[config.mk]
export PLATFORM = sky130hd
export DESIGN_NAME = unsigned_to_ascii_radix_flat
export DESIGN_NICKNAME = d
export VERILOG_FILES = /design/src/sv/uar_pkg.sv /design/src/sv/uar_in_if.sv /design/src/sv/uar_out_if.sv /design/src/sv/unsigned_to_ascii_radix.sv /design/src/sv/uar_front.sv /design/src/sv/uar_back.sv /design/src/flat_wrapper.sv
export SDC_FILE = /design/constraint.sdc
export NUM_CORES = 1
export LEC_CHECK = 0
export BUFFER_PORTS_ARGS = -buffer_cell sky130_fd_sc_hd__buf_2
export CAP_MARGIN = 15
export CORE_MARGIN = 3
export CORE_UTILIZATION = 62
export CTS_BUF_LIST = sky130_fd_sc_hd__clkbuf_4 sky130_fd_sc_hd__clkbuf_8
export DETAILED_ROUTE_END_ITERATION = 10
export PLACE_DENSITY = 0.79
export SLEW_MARGIN = 20
export SYNTH_ARGS = -nofsm -noshare
export SYNTH_HDL_FRONTEND = slang
export SYNTH_SLANG_ARGS = --single-unit
[constraint.sdc]
create_clock -name i_clk -period 7.87 [get_ports i_clk]
set_clock_uncertainty 0.05 [all_clocks]
set_input_delay 0.787 -clock i_clk [delete_from_list [all_inputs] [get_ports i_clk]]
set_output_delay 0.787 -clock i_clk [all_outputs]
set_load 0.05 [all_outputs]
[src/sv/uar_pkg.sv]
package uar_pkg;

    localparam int ValueWidth       = 32;
    localparam int CmdWidth         = 2;
    localparam int CharWidth        = 7;
    localparam int ValueBitsDefault = 32;
    localparam int QueueDepth       = 2;
    localparam int OctShift         = 3;
    localparam int HexShift         = 4;

    // Radix select codes as they arrive on the input.
    localparam logic [CmdWidth-1:0] CmdDec   = 2'd0;
    localparam logic [CmdWidth-1:0] CmdOct   = 2'd1;
    localparam logic [CmdWidth-1:0] CmdHexLo = 2'd2;
    localparam logic [CmdWidth-1:0] CmdHexUp = 2'd3;

    localparam logic [3:0] DigitTen = 4'd10;

    localparam logic [CharWidth-1:0] CharZero   = 7'h30;
    localparam logic [CharWidth-1:0] CharNine   = 7'h39;
    localparam logic [CharWidth-1:0] CharLowerA = 7'h61;
    localparam logic [CharWidth-1:0] CharLowerF = 7'h66;
    localparam logic [CharWidth-1:0] CharUpperA = 7'h41;
    localparam logic [CharWidth-1:0] CharUpperF = 7'h46;

    typedef enum logic [1:0] {
        RADIX_DEC    = 2'd0,
        RADIX_OCT    = 2'd1,
        RADIX_HEX_LO = 2'd2,
        RADIX_HEX_UP = 2'd3
    } t_radix;

    // Only the low bits of the input word that the configured width keeps matter.
    function automatic int eff_bits(input int value_bits);
        return (value_bits < ValueWidth) ? value_bits : ValueWidth;
    endfunction

    function automatic logic [CharWidth-1:0] digit_char(input logic [3:0] digit,
                                                        input t_radix radix);
        if (digit < DigitTen) begin
            return CharZero + CharWidth'(digit);
        end else if (radix == RADIX_HEX_UP) begin
            return CharUpperA + CharWidth'(digit - DigitTen);
        end else begin
            return CharLowerA + CharWidth'(digit - DigitTen);
        end
    endfunction

endpackage

[src/sv/uar_in_if.sv]
interface uar_in_if;
    import uar_pkg::*;

    logic                valid;
    logic                ready;
    logic [ValueWidth-1:0] value;
    logic [CmdWidth-1:0]   command;

    modport source (output valid, output value, output command, input ready);
    modport sink   (input valid, input value, input command, output ready);
endinterface

[src/sv/uar_out_if.sv]
interface uar_out_if;
    import uar_pkg::*;

    logic                 valid;
    logic                 ready;
    logic [CharWidth-1:0] character;
    logic                 last;

    modport source (output valid, output character, output last, input ready);
    modport sink   (input valid, input character, input last, output ready);
endinterface

[src/sv/unsigned_to_ascii_radix.sv]
// Channel   Dir  Beat contents              Handshake
// i_in      in   value[31:0], command[1:0]  valid/ready, one number per beat
// o_out     out  character[6:0], last       valid/ready, one character per beat
//
// Octal and hex numbers give up one digit per pass through ST_DIG; a decimal digit first
// goes through the reciprocal multiplier (ST_MUL) and then the remainder step (ST_DIG).
// The characters then leave one per cycle while the output takes them.
// Reset is synchronous and active low; it empties the queue and idles the converter.
// Either side may stall at any time: the two-entry queue keeps accepting numbers, until
// it is full, while the converter waits for the output to be taken.
module unsigned_to_ascii_radix #(
    parameter int VALUE_BITS = uar_pkg::ValueBitsDefault
) (
    input  logic      i_clk,
    input  logic      i_rst_n,
    uar_in_if.sink    i_in,
    uar_out_if.source o_out
);
    import uar_pkg::*;

    localparam int EffBits = eff_bits(VALUE_BITS);

    // Numbers waiting between the front and the converter.
    logic               job_valid;
    logic               job_ready;
    logic [EffBits-1:0] job_value;
    t_radix             job_radix;

    // The front masks the value to the configured width, turns the command into a
    // radix and holds up to two numbers, so input beats are taken while the converter
    // is busy or its output is stalled.
    uar_front #(
        .VALUE_BITS (VALUE_BITS)
    ) u_front (
        .i_clk       (i_clk),
        .i_rst_n     (i_rst_n),
        .i_in        (i_in),
        .o_job_valid (job_valid),
        .i_job_ready (job_ready),
        .o_job_value (job_value),
        .o_job_radix (job_radix)
    );

    // The converter splits off digits least significant first onto a small stack and
    // then pops them most significant first. Zero still yields one digit, '0'. A new
    // number is picked up in the same cycle the last character of the previous one
    // leaves.
    uar_back #(
        .VALUE_BITS (VALUE_BITS)
    ) u_back (
        .i_clk       (i_clk),
        .i_rst_n     (i_rst_n),
        .i_job_valid (job_valid),
        .o_job_ready (job_ready),
        .i_job_value (job_value),
        .i_job_radix (job_radix),
        .o_out       (o_out)
    );

endmodule

[src/sv/uar_front.sv]
module uar_front #(
    parameter int VALUE_BITS = uar_pkg::ValueBitsDefault
) (
    input  logic                                       i_clk,
    input  logic                                       i_rst_n,
    uar_in_if.sink                                     i_in,
    output logic                                       o_job_valid,
    input  logic                                       i_job_ready,
    output logic [uar_pkg::eff_bits(VALUE_BITS)-1:0]   o_job_value,
    output uar_pkg::t_radix                            o_job_radix
);
    import uar_pkg::*;

    localparam int EffBits = eff_bits(VALUE_BITS);
    localparam int PtrW    = (QueueDepth > 1) ? $clog2(QueueDepth) : 1;
    localparam int CntW    = $clog2(QueueDepth + 1);

    logic [EffBits-1:0] r_q_value [QueueDepth];
    t_radix             r_q_radix [QueueDepth];
    logic [PtrW-1:0]    r_wr_ptr, n_wr_ptr;
    logic [PtrW-1:0]    r_rd_ptr, n_rd_ptr;
    logic [CntW-1:0]    r_count, n_count;
    logic               push;
    logic               pop;
    t_radix             in_radix;

    // Classify the command into a radix.
    always_comb begin
        case (i_in.command)
            CmdDec:   in_radix = RADIX_DEC;
            CmdOct:   in_radix = RADIX_OCT;
            CmdHexLo: in_radix = RADIX_HEX_LO;
            CmdHexUp: in_radix = RADIX_HEX_UP;
            default:  in_radix = RADIX_DEC;
        endcase
    end

    assign i_in.ready  = (r_count != CntW'(QueueDepth));
    assign o_job_valid = (r_count != '0);
    assign push        = i_in.valid && i_in.ready;
    assign pop         = o_job_valid && i_job_ready;
    assign o_job_value = r_q_value[r_rd_ptr];
    assign o_job_radix = r_q_radix[r_rd_ptr];

    always_comb begin
        n_wr_ptr = r_wr_ptr;
        n_rd_ptr = r_rd_ptr;
        if (push) begin
            n_wr_ptr = (r_wr_ptr == PtrW'(QueueDepth - 1)) ? '0 : r_wr_ptr + 1'b1;
        end
        if (pop) begin
            n_rd_ptr = (r_rd_ptr == PtrW'(QueueDepth - 1)) ? '0 : r_rd_ptr + 1'b1;
        end
        n_count = r_count + CntW'(push) - CntW'(pop);
    end

    always_ff @(posedge i_clk) begin
        if (!i_rst_n) begin
            r_wr_ptr <= '0;
            r_rd_ptr <= '0;
            r_count  <= '0;
        end else begin
            r_wr_ptr <= n_wr_ptr;
            r_rd_ptr <= n_rd_ptr;
            r_count  <= n_count;
        end
    end

    always_ff @(posedge i_clk) begin
        if (push) begin
            r_q_value[r_wr_ptr] <= i_in.value[EffBits-1:0];
            r_q_radix[r_wr_ptr] <= in_radix;
        end
    end

endmodule

[src/sv/uar_back.sv]
module uar_back #(
    parameter int VALUE_BITS = uar_pkg::ValueBitsDefault
) (
    input  logic                                     i_clk,
    input  logic                                     i_rst_n,
    input  logic                                     i_job_valid,
    output logic                                     o_job_ready,
    input  logic [uar_pkg::eff_bits(VALUE_BITS)-1:0] i_job_value,
    input  uar_pkg::t_radix                          i_job_radix,
    uar_out_if.source                                o_out
);
    import uar_pkg::*;

    localparam int EffBits   = eff_bits(VALUE_BITS);
    localparam int ProdBits  = 2 * EffBits;
    localparam int Shift     = EffBits + 3;
    localparam int NumDigits = (EffBits + 2) / 3;
    localparam int CntW      = $clog2(NumDigits + 1);
    // Reciprocal of ten, rounded up; exact for every EffBits-wide dividend.
    localparam longint unsigned RecipFull = ((64'd1 << Shift) + 64'd9) / 64'd10;
    localparam logic [EffBits-1:0] Recip  = EffBits'(RecipFull);

    typedef enum logic [3:0] {
        ST_IDLE = 4'b0001,
        ST_MUL  = 4'b0010,
        ST_DIG  = 4'b0100,
        ST_OUT  = 4'b1000
    } t_state;

    t_state               r_state, n_state;
    logic [CntW-1:0]      r_cnt, n_cnt;
    logic [EffBits-1:0]   r_val, n_val;
    t_radix               r_radix, n_radix;
    logic [ProdBits-1:0]  r_prod, n_prod;
    logic [CharWidth-1:0] r_stack [NumDigits];
    logic [CharWidth-1:0] n_stack [NumDigits];

    logic [EffBits-4:0]   quot;
    logic [3:0]           quot_ten_lo;
    logic [3:0]           dig;
    logic [EffBits-1:0]   dig_next;
    logic                 last_fire;
    logic                 job_take;

    assign quot        = r_prod[ProdBits-1:Shift];
    // Only the low nibble of 10*q is needed: the remainder is below ten.
    assign quot_ten_lo = {quot[0], 3'b000} + {quot[2:0], 1'b0};

    always_comb begin
        case (r_radix)
            RADIX_DEC: begin
                dig      = r_val[3:0] - quot_ten_lo;
                dig_next = EffBits'(quot);
            end
            RADIX_OCT: begin
                dig      = {1'b0, r_val[2:0]};
                dig_next = r_val >> OctShift;
            end
            RADIX_HEX_LO, RADIX_HEX_UP: begin
                dig      = r_val[3:0];
                dig_next = r_val >> HexShift;
            end
            default: begin
                dig      = '0;
                dig_next = '0;
            end
        endcase
    end

    assign last_fire   = (r_state == ST_OUT) && o_out.ready && (r_cnt == CntW'(1));
    assign o_job_ready = (r_state == ST_IDLE) || last_fire;
    assign job_take    = o_job_ready && i_job_valid;

    assign o_out.valid     = (r_state == ST_OUT);
    assign o_out.character = r_stack[0];
    assign o_out.last      = (r_cnt == CntW'(1));

    always_comb begin
        n_state = r_state;
        n_cnt   = r_cnt;
        n_val   = r_val;
        n_radix = r_radix;
        n_prod  = r_prod;
        n_stack = r_stack;
        case (r_state)
            ST_IDLE: begin
                n_state = ST_IDLE;
            end
            ST_MUL: begin
                n_prod  = ProdBits'(r_val) * ProdBits'(Recip);
                n_state = ST_DIG;
            end
            ST_DIG: begin
                // Digits come least significant first; push them onto the stack.
                n_stack[0] = digit_char(dig, r_radix);
                for (int i = 1; i < NumDigits; i++) begin
                    n_stack[i] = r_stack[i-1];
                end
                n_cnt = r_cnt + 1'b1;
                if (dig_next == '0) begin
                    n_state = ST_OUT;
                end else begin
                    n_val   = dig_next;
                    n_state = (r_radix == RADIX_DEC) ? ST_MUL : ST_DIG;
                end
            end
            ST_OUT: begin
                if (o_out.ready) begin
                    for (int i = 0; i < NumDigits - 1; i++) begin
                        n_stack[i] = r_stack[i+1];
                    end
                    n_cnt = r_cnt - 1'b1;
                    if (last_fire) begin
                        n_state = ST_IDLE;
                    end
                end
            end
            default: begin
                n_state = ST_IDLE;
            end
        endcase
        if (job_take) begin
            n_val   = i_job_value;
            n_radix = i_job_radix;
            n_cnt   = '0;
            n_state = (i_job_radix == RADIX_DEC) ? ST_MUL : ST_DIG;
        end
    end

    always_ff @(posedge i_clk) begin
        if (!i_rst_n) begin
            r_state <= ST_IDLE;
            r_cnt   <= '0;
        end else begin
            r_state <= n_state;
            r_cnt   <= n_cnt;
        end
    end

    always_ff @(posedge i_clk) begin
        r_val   <= n_val;
        r_radix <= n_radix;
        r_prod  <= n_prod;
        r_stack <= n_stack;
    end

endmodule

[src/flat_wrapper.sv]
// flat-port wrapper written by rule: the top's interface ports become plain ports
module unsigned_to_ascii_radix_flat import uar_pkg::*;
#(
    parameter int VALUE_BITS = uar_pkg::ValueBitsDefault
)
  (i_clk, i_rst_n, i_in_valid, i_in_value, i_in_command, i_in_ready, o_out_valid, o_out_character, o_out_last, o_out_ready);
  uar_in_if i_in_i ();
  uar_out_if o_out_i ();
  input  logic i_clk;
  input  logic i_rst_n;
  input wire logic [$bits(i_in_i.valid)-1:0] i_in_valid;
  input wire logic [$bits(i_in_i.value)-1:0] i_in_value;
  input wire logic [$bits(i_in_i.command)-1:0] i_in_command;
  output wire logic [$bits(i_in_i.ready)-1:0] i_in_ready;
  output wire logic [$bits(o_out_i.valid)-1:0] o_out_valid;
  output wire logic [$bits(o_out_i.character)-1:0] o_out_character;
  output wire logic [$bits(o_out_i.last)-1:0] o_out_last;
  input wire logic [$bits(o_out_i.ready)-1:0] o_out_ready;
  assign i_in_i.valid = i_in_valid;
  assign i_in_i.value = i_in_value;
  assign i_in_i.command = i_in_command;
  assign i_in_ready = i_in_i.ready;
  assign o_out_valid = o_out_i.valid;
  assign o_out_character = o_out_i.character;
  assign o_out_last = o_out_i.last;
  assign o_out_i.ready = o_out_ready;
  unsigned_to_ascii_radix #(.VALUE_BITS(VALUE_BITS)) u_core (.i_clk(i_clk), .i_rst_n(i_rst_n), .i_in(i_in_i), .o_out(o_out_i));
endmodule
==> metrics <==
Yosys reg bits=221; RSZ-0062 raised after global routing=no; Synth Cell Area=0.0259 mm²; R2R Setup Slk=0.33 ns; critical path endpoint category=flop; Worst Hold Class=in -> reg; Final Cycle Share=95.8%; initial antenna violation count=0; outcome=finished clean; first-pass GRT wire length=104 mm; fmax=133 MHz; CTS Root Cell=clkbuf_8; width of the chip=211 µm; Max-cap violations=0; Post-synth EDFFs=208; nets@finish=3,273; clk_lat worst skew=0.59 ns; Final Max Tran Viols=0; met2 wire length=30.5 mm; Most used DFF post-synth=edfxtp_1; clk sinks=221; TritonCTS buffer count=31; Vias/cell=5.67; cts-stage hold buffer count=0; FF-to-FF Start=u_core.u_back.r_val[15]; dpl hpwl=56.8 mm; most frequent cells in the layout=inv_1 (544), fa_1 (387), ha_1 (347), nand2_1 (234), edfxtp_1 (208); Met1 Routed Length=28.1 mm; critical path class=reg -> reg; I/O Pins=48; Worst Setup SP=u_core.u_back.r_val[15]; CP max FO=7; worst rel slew slack=39.7%; Final setup viols=0; Highest Signal Layer=met4; Avg Inst Size Synth=10.8 µm²; async set-or-reset flop fraction in the synthesized netlist=0%; HP Start=i_in_command[1]; post-synthesis sequential area ratio=25.1%; crit path to=u_core.u_back.r_prod[46]; initial core utilization=63.1%; htree depth=1; count of placed standard cells including taps=2,974; worst r2r path cells=23; synth warn=0; Unique masters post-synth=66; Worst Path Required=8.15 ns; GPL Wtd Cong=1.00; antenna cells=0; share of layout cells above drive strength 1=8.12%; post-synth top area cell=fa_1; Area Overhead vs Synth=6.97%; clk buf depth=3; Reg area=0.00651 mm²; footprint of the multi-input gates=0.0172 mm²; 1st-iter DRT viols=1,332; DRT Pass-1 Iters=6; fill cell count=3,153; crit path launch type=flop; syn nets=3,190; final hold vios=0; GR Overflow Total=0; CTS tree=done; Tmin final=7.54 ns; Worst-path clk slew=0.07 ns; DRC Markers=0; DRT antenna net count=0; die area=0.0443 mm²; most common cell after layout, fill and taps aside=inv_1; Wirelength per Cell=21.8 µm; vias in the first global route=18,600; hold_ws=0.335 ns; via count=17,300; global-route usage over all layers=30.8%; Synth Instances=2,407; Critical Path AT=7.81 ns; top cell type's share of synthesized area=29.9%; Placement Rows=74; final cell count without fillers=3,045; die height=211 µm; Synth area leaders=fa_1 (30%), edfxtp_1 (24%), ha_1 (17%), inv_1 (7.9%), nand2_1 (3.4%); routed wire length=66.4 mm; CORE AREA=0.0411 mm²; Slew @ Worst Pin=0.905 ns; port bufs=47; reg-to-reg endpoint=u_core.u_back.r_prod[46]; largest net degree at the start of global routing=78; met3 WL=5.49 mm
==> cell type report <==
cell class	instances	area share [%]
multi-input cells	1579	62.0
clock buffers	38	1.73
repair buffers	111	2.58
clock inverters	18	0.437
inverters	546	7.38
flip-flops and latches	221	23.5
well taps	532	2.40
==> how the worst min path moves through the flow <==
stage / end / slack, ns / depth (start not counted)
after floorplan: u_core.u_back.r_stack[0] / 0.38 / 0
after global placement: u_core.u_back.r_stack[4] / 0.38 / 0
after detailed placement: u_core.u_back.r_stack[5] / 0.39 / 0
after CTS: u_core.u_front.r_q_radix[1][0] / 0.30 / 1
after global routing: u_core.u_front.r_q_value[1][22] / 0.32 / 1
final: u_core.u_front.r_q_radix[1][1] / 0.34 / 1
==> cell families after synthesis <==
group                      after synthesis  share of synthesized area [%]
DFF                                    221                           25.1
adders and majority gates              745                           47.1
and+or+nand+nor                        427                           7.52
xor gates and xnor gates                89                           3.00
muxes                                   36                           1.40
AOI/OAI and AO/OA                      282                           6.99
buffers and inverters                  607                           8.90
==> timing repair <==
| action | CTS | global route |
|---|---|---|
| pin swaps | 1 | 1 |
| resized for setup | 2 | 15 |
| endpoints found under the setup margin | 5 | 16 |
| setup buffers | 2 | 13 |
==> sequential cells by signal (all words and copies together) (netlist names), named ones only <==
name                           flops
u_core.u_front.r_wr_ptr            1
u_core.u_back.r_prod              29
u_core.u_back.r_cnt                4
u_core.u_back.o_out.character      7
u_core.u_back.r_val               32
u_core.u_back.r_state              4
u_core.u_front.r_q_radix           4
u_core.u_back.r_radix              2
u_core.u_front.r_count             2
u_core.u_back.r_stack             70
u_core.u_front.r_q_value          64
u_core.u_front.r_rd_ptr            1
==> synth_stat cells (7+ instances only) <==
master and instances:
a211oi_1 32, a21oi_1 120, buf_4 7, and4_1 7
o21ai_0 30, nor2_1 66, and2_1 16, edfxtp_1 208
nor2b_1 32, nand2_1 234, clkbuf_1 50, fa_1 387
dfxtp_1 13, mux2i_1 34, xor2_1 45, inv_1 545
nand4_1 19, nand3_1 10, ha_1 358, a21o_1 40
o21bai_1 11, xnor2_1 44, and3_1 7, nor3_1 8
==> metrics by stage <==
stage | TNS, ns | instance area (µm²) | util [%] | setup slack, ns
global route | 0 | 27800 | 67.5 | 0.0332
global placement | -0.435 | 27000 | 65.6 | -0.147
floorplan | 0 | 25900 | - | 1.02
detailed placement | -0.766 | 27000 | 65.6 | -0.219
CTS | 0 | 27600 | 67.1 | 0.0452
finish | 0 | 27800 | 67.5 | 0.334
==> metal layers <==
metal  global-route usage [%]  vias to the layer above
met3                     7.26                      129
li1                         -                     7906
met4                     9.58                        0
met5                        0                        -
met1                     42.3                     8597
met2                     49.4                      630
==> critical path, stage by stage, from the launching register on <==
cell and delay, ns:
edfxtp_1 0.60, ha_2 0.37, inv_1 0.13, fa_1 0.56, inv_1 0.06, fa_1 0.49, inv_1 0.05, fa_1 0.49
inv_1 0.05, fa_1 0.57, fa_1 0.45, fa_1 0.50, inv_1 0.05, fa_1 0.47, inv_1 0.04, ha_1 0.26
a2111oi_2 0.34, o21ai_1 0.12, a221o_1 0.45, nor3_2 0.39, o21bai_2 0.15, a21boi_1 0.34, o21bai_1 0.14, xor2_1 0.15
Power is left out: the tool's default activity adds up to more than one toggle a clock period on the data nets, which glitch-free logic cannot reach.
